### config.mk
export PLATFORM = sky130hd
export DESIGN_NAME = fbfa_used_cell
export DESIGN_NICKNAME = d
export VERILOG_FILES = /design/src/rtl/core/fbfa_pkg.sv /design/src/rtl/core/fbfa_used_cell.sv
export SDC_FILE = /design/constraint.sdc
export NUM_CORES = 1
export LEC_CHECK = 0
export ABC_AREA = 1
export BUFFER_PORTS_ARGS = -buffer_cell sky130_fd_sc_hd__buf_2
export CORE_UTILIZATION = 40
export CTS_CLUSTER_DIAMETER = 60
export DETAILED_ROUTE_END_ITERATION = 10
export PLACE_DENSITY_LB_ADDON = 0.15
export SETUP_SLACK_MARGIN = 0.3
export SLEW_MARGIN = 15
export SYNTH_ARGS = -nofsm -noshare
export SYNTH_HDL_FRONTEND = slang
export SYNTH_SLANG_ARGS = --single-unit
### constraint.sdc
create_clock -name clk_i -period 2.8 [get_ports clk_i]
set_input_delay 0.28 -clock clk_i [delete_from_list [all_inputs] [get_ports clk_i]]
set_output_delay 0.28 -clock clk_i [all_outputs]
set_load 0.02 [all_outputs]
### src/rtl/core/fbfa_pkg.sv
// Shared constants, types and reset contents for the region allocator.
`default_nettype none
package fbfa_pkg;

  localparam int FREE_DEPTH = 16;
  localparam int USED_DEPTH = 16;
  localparam int ADDR_BITS  = 24;
  localparam int ID_BITS    = 8;

  localparam int SIZE_W   = 25;
  localparam int STATUS_W = 2;
  localparam int MODE_W   = 2;
  localparam int FREED_W  = 5;

  localparam int FIDX_W    = (FREE_DEPTH > 1) ? $clog2(FREE_DEPTH) : 1;
  localparam int FCNT_W    = $clog2(FREE_DEPTH + 1);
  localparam int UIDX_W    = (USED_DEPTH > 1) ? $clog2(USED_DEPTH) : 1;
  localparam int UCNT_W    = $clog2(USED_DEPTH + 1);
  localparam int MAX_DEPTH = (FREE_DEPTH > USED_DEPTH) ? FREE_DEPTH : USED_DEPTH;
  localparam int PTR_W     = $clog2(MAX_DEPTH + 1);
  localparam int END_W     = ((ADDR_BITS > SIZE_W) ? ADDR_BITS : SIZE_W) + 1;

  localparam int MIB           = 1048576;
  localparam int RESET_REGIONS = 5;

  localparam logic [STATUS_W-1:0] ST_OK       = 2'd0;
  localparam logic [STATUS_W-1:0] ST_NOSPACE  = 2'd1;
  localparam logic [STATUS_W-1:0] ST_NOTFOUND = 2'd2;
  localparam logic [STATUS_W-1:0] ST_FULL     = 2'd3;

  localparam logic [MODE_W-1:0] MODE_ALLOC   = 2'd0;
  localparam logic [MODE_W-1:0] MODE_DEALLOC = 2'd1;
  localparam logic [MODE_W-1:0] MODE_TERM    = 2'd2;

  localparam int CFG_IDX_W  = 1;
  localparam int CFG_DATA_W = SIZE_W;
  localparam logic [CFG_IDX_W-1:0] CFG_FIT_POLICY  = 1'b0;
  localparam logic [CFG_IDX_W-1:0] CFG_MERGE_LIMIT = 1'b1;
  localparam logic [SIZE_W-1:0]    MERGE_LIMIT_RESET = SIZE_W'(4 * MIB);

  typedef struct packed {
    logic [ADDR_BITS-1:0] start;
    logic [SIZE_W-1:0]    len;
  } free_ent_t;

  typedef struct packed {
    logic [ADDR_BITS-1:0] start;
    logic [SIZE_W-1:0]    len;
    logic [ID_BITS-1:0]   pid;
    logic [ID_BITS-1:0]   blk;
  } used_ent_t;

  typedef enum logic [1:0] {
    CELL_HOLD,
    CELL_NEXT,
    CELL_PREV,
    CELL_LOAD
  } cell_op_e;

  function automatic free_ent_t free_reset(int k);
    free_ent_t e;
    e = '0;
    case (k)
      0: begin
        e.start = ADDR_BITS'(3 * MIB);
        e.len   = SIZE_W'(MIB);
      end
      1: begin
        e.start = ADDR_BITS'(4 * MIB);
        e.len   = SIZE_W'(2 * MIB);
      end
      2: begin
        e.start = ADDR_BITS'(6 * MIB);
        e.len   = SIZE_W'(2 * MIB);
      end
      3: begin
        e.start = ADDR_BITS'(8 * MIB);
        e.len   = SIZE_W'(4 * MIB);
      end
      4: begin
        e.start = ADDR_BITS'(12 * MIB);
        e.len   = SIZE_W'(4 * MIB);
      end
      default: e = '0;
    endcase
    return e;
  endfunction

endpackage
`default_nettype wire

### src/rtl/core/fbfa_used_cell.sv
// One entry of the in-use table in allocation order with its owner match.
`default_nettype none
module fbfa_used_cell (
  input  wire                              clk_i,
  input  fbfa_pkg::cell_op_e               op_i,
  input  fbfa_pkg::used_ent_t              next_i,
  input  fbfa_pkg::used_ent_t              load_i,
  input  wire [fbfa_pkg::ID_BITS-1:0]      pid_i,
  input  wire [fbfa_pkg::ID_BITS-1:0]      blk_i,
  output fbfa_pkg::used_ent_t              ent_o,
  output logic                             pid_match_o,
  output logic                             full_match_o
);

  fbfa_pkg::used_ent_t ent_q, ent_d;

  always_comb begin
    case (op_i)
      fbfa_pkg::CELL_NEXT: ent_d = next_i;
      fbfa_pkg::CELL_LOAD: ent_d = load_i;
      default:             ent_d = ent_q;
    endcase
  end

  // contents are only read below the fill count, so no reset
  always_ff @(posedge clk_i) begin
    ent_q <= ent_d;
  end

  assign pid_match_o  = ent_q.pid == pid_i;
  assign full_match_o = pid_match_o && (ent_q.blk == blk_i);
  assign ent_o        = ent_q;

endmodule
`default_nettype wire

=== Word level (Yosys, flattened, before mapping) ===
Cells that the tools add are included.

* Mux-type cells: 1
* Equality and inequality tests: 4
* Reduce and logical (&&, ||, !) cells: 2

{| class="wikitable"
|+ Operators with widths
! operator !! number
|-
| 65-bit one-hot mux with 2 select lines || 1
|-
| 8-bit == test || 2
|-
| 2-bit by 1-bit == test with 1-bit output (second input constant) || 1
|-
| 2-bit == test (second input constant) || 1
|-
| 2-bit nonzero test || 1
|-
| 1-bit logical AND || 1
|}

* Input bits: 149
* Register bits: 65
* Output and inout port bits: 67

=== Longest topological paths before layout ===
* Depth after elaboration: 2
* Gate-level depth with buffers: 7
* Gate-level depth less buffers: 7

=== Least setup slack after synthesis ===
No wires, ideal clock.

* Kind: input port to flip-flop
* Start point: input op_i[0]
* End point: register ent_q, in the netlist ent_o[0], enable pin
* Arrival time: 2.056 ns
* Setup time: 0.446 ns
* Setup slack: 0.298 ns
* Path buffers: 1
* Stages: 1
* Path through: clkbuf_1

* Cells in the longest elaborated chain, start to end: 2
* Elaborated cells between the ends (all ways): 3

{| class="wikitable"
|+ RTL lines
! what !! line !! RTL
|-
| start, declared || fbfa_used_cell.sv:5 || <nowiki>input fbfa_pkg::cell_op_e op_i,</nowiki>
|-
| 2-bit == test / 2-bit by 1-bit == test with 1-bit output (equally long branches) || fbfa_used_cell.sv:18 || <nowiki>case (op_i)</nowiki>
|-
| 2-bit nonzero test (no line) (*) || -- ||
|-
| end signal, assigned || fbfa_used_cell.sv:27 || <nowiki>ent_q <= ent_d;</nowiki>
|-
| end, declared || fbfa_used_cell.sv:15 || <nowiki>fbfa_pkg::used_ent_t ent_q, ent_d;</nowiki>
|}

Every way passes the cells marked *; elsewhere a longest branch is shown, timed or not.
A chain may end at the register's enable or synchronous reset.

=== Worst setup path after layout ===
* Start point: register ent_q, in the netlist ent_o[15]
* End point: output full_match_o

* Cells in the longest elaborated chain, start to end: 2

{| class="wikitable"
|+ RTL lines
! what !! line !! RTL
|-
| 8-bit == test || fbfa_used_cell.sv:30 || <nowiki>assign pid_match_o = ent_q.pid == pid_i;</nowiki>
|-
| 1-bit logical AND || fbfa_used_cell.sv:31 || <nowiki>assign full_match_o = pid_match_o && (ent_q.blk == blk_i);</nowiki>
|-
| end, declared || fbfa_used_cell.sv:12 || <nowiki>output logic full_match_o</nowiki>
|}

No other way between the ends.

==> impl_metrics.py <==
metrics = {
    "placement": {
        "gp_congestion": 0.723,
        "post-place-ws_ns": 0.984,
        "io_buffers": 215,
        "dp_hpwl_um": 5510,
    },
    "critical_path": {
        "path_max_fanout": 3,
        "setup.worst_path.end_class": "output pin",
        "max_stage_delay_ns": 0.40,
        "crit_arrival_ns": 1.47,
        "cp_common_cell": "nand2_1",
        "worstPathCellList": "inv_1, nand2_1, nand2_1, nand2_1, nor2_1, nand2_1, nor2_1, buf_2",
        "worst_setup_path_start_kind": "register",
        "worstPathRequired_ns": 2.52,
        "cpMaxStageDelayCell": "edfxtp_1",
        "crit_type": "reg -> out",
    },
    "sta": {
        "setup_viol": 0,
        "drv_slew": 0,
        "relSlewSlack_pct": 44.0,
        "fmax_ghz": 0.571,
        "final-hold-violation-count": 0,
        "timing.final.ws_setup_ns": 1.05,
        "min_period_ns": 1.75,
        "finalCritPeriodShare_pct": 62.5,
        "worst_pin_slew_ns": 0.840,
        "fin_tns_setup_ns": 0,
        "rsz0062_at_grt": "false",
    },
    "grt": {
        "grt_pass1_vias": 2426,
        "grt_max_degree": 66,
        "grt-ovfl-total": 0,
        "track_usage_pct": 16.9,
        "grt_pass1_wl_um": 10800,
        "antenna_found_initial": 0,
    },
    "route": {
        "drt_wl_total_um": 7220,
        "dr.pass1.iters": 4,
        "drc": 0,
        "wl_per_cell_um": 13.8,
        "drtIter0Drc": 47,
        "vias": 2349,
        "via_per_inst": 4.50,
        "postRouteAntennaNets": 0,
    },
    "hold_path": {
        "hp-start": "next_i[21]",
        "hold_depth": 2,
        "min_to": "ent_o[21]$_DFFE_PP_",
        "min_path_type": "in -> reg",
    },
    "synthesis": {
        "synthArstFlopShare_pct": 0,
        "syn_nets": 344,
        "yosysWarnings": 0,
        "avgSynthCellArea_um2": 16.5,
        "synth_ff_type": "edfxtp_1",
        "synthTopCellsByCount": "edfxtp_1, mux2_4, nand2_1",
        "ys_types": 10,
        "netlist_area_um2": 3210,
        "synthCells": 195,
        "synth_top_cell_by_area": "edfxtp_1",
        "ys_seq_elements": 65,
        "synth_top_area_share_pct": 60.8,
        "synth.most_common_cell": "edfxtp_1",
        "synth.top_cells.by_area": "edfxtp_1, mux2_4, mux2_2",
        "ys_seq_area_share_pct": 60.8,
        "synth-edff-count": 65,
    },
    "floorplanning": {
        "die_x_um": 91.6,
        "io_pins": 216,
        "core-area_um2": 7730,
        "initial_core_util_pct": 41.6,
        "die_area_um2": 8390,
        "die_h_um": 91.6,
        "fp-row-count": 32,
    },
    "finish": {
        "largest_reg_flops": 65,
        "final_nets": 564,
        "drive_gt1_share_pct": 70.2,
        "fillerInstances": 678,
        "diodes": 0,
        "area_growth_pct": 41.8,
        "final-seq-area_um2": 1950,
        "multi_input_comb_area_um2": 1140,
    },
    "power_and_ir_drop": {
        "p_leak_nw": 2.28,
        "power_density_nw_per_um2": 538,
        "ir_worst_vdd_uv": 296,
    },
    "job": {
        "drv_cap": 0,
    },
    "run_status": {
        "run_status": "completed",
    },
    "cts": {
        "htreeDepth": 3,
        "cts_hold_buf": 0,
        "cts_resized": 0,
        "clk_path_buf_depth": 2,
        "cts.sinks": 65,
        "cts.clk_slew.worst_paths_ns": 0.07,
        "cts_setup_buffers": 0,
        "cts_buffers": 9,
        "cts_root_buf": "clkbuf_8",
        "cts_tree": "built",
    },
}
-- kinds of logic after synthesis --
family / Yosys count / synth area share (%)
AND/OR/NAND/NOR: 34 / 3.97
buffers and inverters: 21 / 3.90
multiplexers: 65 / 28.6
flip-flops: 65 / 60.8
XOR/XNOR: 10 / 2.73
-- where the power goes --
group          total, mW  switching [mW]  internal (mW)
Clock              0.733           0.327          0.407
Sequential          1.21          0.0299           1.18
Combinational      0.509           0.256          0.254
-- routing by layer --
layer	GRT usage [%]	share of wire, %	vias up
met4	8.73	2.1	0
met3	4.86	8.4	14
met1	16.6	35	1075
met2	31.9	54	122
li1	-	-	1138
met5	0	0	-
-- placed cells by master (no fill, tap or decap), drive strengths merged --
cell type	instances
buf	217
bufinv	1
clkbuf	12
clkinv	3
edfxtp	65
inv	13
mux2	65
nand2	29
nor2	5
xnor2	10
-- stage by stage --
| step | instance area, um^2 | hold WS (ns) | util, % | power (mW) | std cells |
|---|---|---|---|---|---|
| 2_1_floorplan | 3210 | 0.497 | - | 1.54 | 195 |
| 5_1_grt | 4550 | 0.229 | 58.9 | 2.56 | 522 |
| 3_5_place_dp | 4370 | 0.583 | 56.6 | 1.74 | 506 |
| 3_3_place_gp | 4370 | 0.580 | 56.6 | 1.73 | 506 |
| 6_report | 4550 | 0.250 | 58.9 | 2.45 | 522 |
| 4_1_cts | 4550 | 0.228 | 58.9 | 2.49 | 522 |
-- cell type report --
class	instances	share of cell area, %
clock buffers	12	2.97
clock inverters	4	0.962
inverters	13	1.07
multi-input cells	109	25.1
flip-flops and latches	65	42.9
well taps	102	2.80
repair buffers	217	24.2
-- worst max-delay path by stage --
stage	from	slack [ns]	cells past startpoint	to
finish	ent_o[15]$_DFFE_PP_	1.05	8	full_match_o
global route	ent_o[8]$_DFFE_PP_	0.91	8	full_match_o
CTS	ent_o[15]$_DFFE_PP_	1.02	8	full_match_o
detailed placement	op_i[0]	0.98	4	ent_o[12]$_DFFE_PP_
global placement	op_i[0]	1.01	4	ent_o[12]$_DFFE_PP_
floorplan	op_i[0]	1.25	1	ent_o[0]$_DFFE_PP_
-- worst max-delay path: cells and delay by family (launching register included) --
family / cells / cell delay [ns]
AND/OR/NAND/NOR: 6 / 0.50
flip-flops: 1 / 0.40
buffers and inverters: 2 / 0.25
(Power assumes the default switching activity.)
